<file path="src/rtl/pwli_ram.sv">
// Generic single-write, single-read RAM with registered read data.
// Used for the breakpoint stores of the interpolator; no dependencies.
module pwli_ram #(
   parameter int WIDTH = 32,
   parameter int DEPTH = 64
) (
   input  logic                     clock,
   input  logic                     wr_en,
   input  logic [$clog2(DEPTH)-1:0] wr_addr,
   input  logic [WIDTH-1:0]         wr_data,
   input  logic [$clog2(DEPTH)-1:0] rd_addr,
   output logic [WIDTH-1:0]         rd_data
);

   logic [WIDTH-1:0] mem_ff [DEPTH];
   logic [WIDTH-1:0] rd_data_ff;

   always_ff @(posedge clock) begin
      if (wr_en) begin
         mem_ff[wr_addr] <= wr_data;
      end
      rd_data_ff <= mem_ff[rd_addr];
   end

   assign rd_data = rd_data_ff;

endmodule

</file>
<file path="config.mk">
export PLATFORM = sky130hd
export DESIGN_NAME = pwli_ram
export DESIGN_NICKNAME = d
export VERILOG_FILES = /design/src/rtl/pwli_ram.sv
export SDC_FILE = /design/constraint.sdc
export NUM_CORES = 2
export LEC_CHECK = 0
export BUFFER_PORTS_ARGS = -buffer_cell sky130_fd_sc_hd__buf_4
export CELL_PAD_IN_SITES_DETAIL_PLACEMENT = 0
export CELL_PAD_IN_SITES_GLOBAL_PLACEMENT = 2
export CORE_MARGIN = 2
export CORE_UTILIZATION = 50
export DETAILED_ROUTE_END_ITERATION = 8
export PLACE_DENSITY = 0.84
export SETUP_SLACK_MARGIN = 0.1
export SLEW_MARGIN = 10
export SYNTH_ARGS = -nofsm -noshare
export SYNTH_HDL_FRONTEND = slang
export SYNTH_SLANG_ARGS = --single-unit
</file>
<file path="constraint.sdc">
create_clock -name clock -period 6.6 [get_ports clock]
set_clock_uncertainty 0.2 [all_clocks]
set_input_delay 0.99 -clock clock [delete_from_list [all_inputs] [get_ports clock]]
set_output_delay 0.99 -clock clock [all_outputs]
set_load 0.03 [all_outputs]
</file>
==> metrics.txt <==
Max-Cap Viols 0; sequential area share after synthesis 0.791; reg-to-reg startpoint mem_ff[23][20]; pre-CTS setup slack roughly 2.1 ns; Pwr Density around 300 nW/µm²; CP max FO between 70 and 80; total congestion overflow 0; Post-Syn Instances ~3.3k; Most used DFF post-synth edfxtp_1; Clock Path Buffers 3; fillers between 10k and 15k; Setup Buffers After CTS 0; Final ANT Viol Nets 0; crit path kind primary input to flop; die height 400 µm; First DRT Iteration DRCs around 4.7k; Final Hold Viols 0; Post-synth EDFFs approximately 2k; dpl hpwl 102000 µm; Pre-Repair DR Iteration Count 5; # rows 145; # port buffers just under 80; crit path from rd_addr[0]; status finished clean; Pleak around 27 nW; Layout Cells excl Fill ~5.8k; CTS Hold Bufs 0; worst slew pin tran between 1 and 1.5 ns; Syn-to-layout area delta 12.9%; Async S/R FF share, synth 0; share of layout cells above drive strength 1 0.291; die area 160000 µm²; Clock Tree Root clkbuf_16; ranking of synthesized cells by area edfxtp_1 78%, mux4_2 16%, mux2i_1 1.2%; Avg Cell Area, Syn 23.6 µm²; crit share post-route 0.552; Final nets approximately 3.6k; initial antenna violation count 11; # placed instances between 5k and 6k; die width 400 µm; post-CTS sizing 0; clk_lat worst skew 0.81 ns; syn nets approximately 3.4k; Data arrival, critical path approximately 4.1 ns; CTS buffer count 198; starting density of the core 0.503; WHS Path Cells 1; Setup Viol. Count Final 0; final worst slack about 3.0 ns; Min-Delay Path Class primary input to flop; clock sink total between 2k and 2.5k; CORE AREA about 160000 µm²; Synth Register Bits between 2k and 2.5k; hold path start wr_data[10]; Synth cell types 34; Fmax 0.274 GHz; largest net degree at the start of global routing between 70 and 80; WL final between 150000 and 200000 µm; GRT Total Usage 0.234; vias in the first global route roughly 37k; area of the multi-input gates around 16000 µm²; post-synth top area share 0.783; Synth warnings 0; top-count cell post-synth edfxtp_1; final slew viol count 0; CTS tree done; Design Power ~27 mW; first-pass GRT wire length between 200000 and 300000 µm; H-tree depth 4; Worst EP required roughly 7.1 ns; Vias 36.8k; post-synthesis cell area between 70000 and 80000 µm²; setup_tns 0 ns; reg2reg path depth 5; Synth top cells by count 2048 x edfxtp_1, 544 x mux4_2, 137 x nor2_1; DRC 0; worst vdd ir between 0.0002 and 0.0003 V; drt wl/cell 32.4 µm; storage element area just over 60000 µm²; CP endpoint kind flop; clk slew on worst S/H paths approximately 0.060 ns; Final min period about 3.6 ns; Max transition margin 0.179; startpoint class of the critical path primary input; Ports 78; routability congestion estimate just under 0.8; Min Hold Slack about 0.5 ns; DR vias/cell 6.40; setup repair after global routing missed its margin false; cell accounting for the most synthesized area edfxtp_1
[layer usage]
| metal | track usage | up-vias | wire [µm] |
|---|---|---|---|
| li1 | - | 14691 | - |
| met2 | 0.363 | 1937 | 89400 |
| met4 | 0.0574 | 12 | 3960 |
| met1 | 0.347 | 19934 | 74500 |
| met5 | 0 | - | 65 |
| met3 | 0.0458 | 261 | 18500 |
[report_power, final]
group          total, mW  internal [mW]  leakage, nW  switching [mW]
logic               1.32          0.501         5.70           0.819
clock network       11.1           6.40         3.08            4.70
registers           14.7           14.6         18.7          0.0726
total               27.1           21.5         27.5            5.59
[cell families after synthesis]
logic type / share of synthesized area
DFF: 0.791
and+or+nand+nor: 0.0127
muxes: 0.168
buffers and inverters: 0.0113
AOI/OAI and AO/OA: 0.0167
[layout by cell type, fill, tap and decap left out, types with 2 or more instances in the layout]
| master | n |
|---|---|
| edfxtp_1 | 2048 |
| mux4_2 | 544 |
| clkbuf_16 | 205 |
| buf_4 | 178 |
| mux2i_1 | 93 |
| o22ai_1 | 84 |
| nor2_1 | 74 |
| a21oi_1 | 62 |
| nor2_4 | 62 |
| clkbuf_1 | 60 |
| clkinv_1 | 36 |
| dfxtp_1 | 32 |
| o221ai_1 | 27 |
| nand2_1 | 26 |
| clkinv_2 | 22 |
| nor2b_1 | 15 |
| bufinv_16 | 15 |
| a22oi_1 | 12 |
| clkbuf_8 | 12 |
| buf_12 | 12 |
| a311oi_1 | 8 |
| nand2b_1 | 7 |
| clkinvlp_4 | 6 |
| nand3b_1 | 5 |
| nor3_1 | 5 |
| nand3_1 | 5 |
| and3_1 | 4 |
| a41o_1 | 4 |
| o32ai_1 | 4 |
| clkinv_8 | 4 |
| inv_6 | 4 |
| or3b_2 | 3 |
| or3_1 | 3 |
| buf_8 | 3 |
| diode_2 | 2 |
| or2_2 | 2 |
| and2_1 | 2 |
| or3b_1 | 2 |
| nor3_2 | 2 |
| nand4_1 | 2 |
[final timing paths]
check,endpoint,slack [ns]
worst min-delay path,mem_ff[33][10],0.50
worst min register to register,rd_data[8],0.55
worst max-delay path,rd_data[20],2.95
worst max register to register,rd_data[20],4.09
[sequential cells by signal, indices dropped and copies added, names as in the netlist]
name     cells
rd_data     32
mem_ff    2048
[stage by stage]
| step | area, µm² | utilization |
|---|---|---|
| detailed placement | 82300 | 0.528 |
| floorplan | 78500 | - |
| CTS | 88700 | 0.568 |
| global route | 88700 | 0.568 |
| global placement | 82300 | 0.528 |
| finish | 88700 | 0.568 |
[worst max-delay path: stages]
cell and delay, ns:
buf_8 0.60, buf_12 0.43, mux4_2 0.57, mux2i_1 0.39
nor2_1 0.16, a311oi_1 0.64, nor3_1 0.14
[layout make-up]
type / count / area share
tap: 2058 / 0.0290
timing repair buffer: 193 / 0.0183
antenna: 2 / 0.0000564
clock buffer: 277 / 0.0623
sequential: 2080 / 0.701
multi-input combinational: 1062 / 0.180
clock inverter: 87 / 0.00948
(Power assumes the default switching activity.)
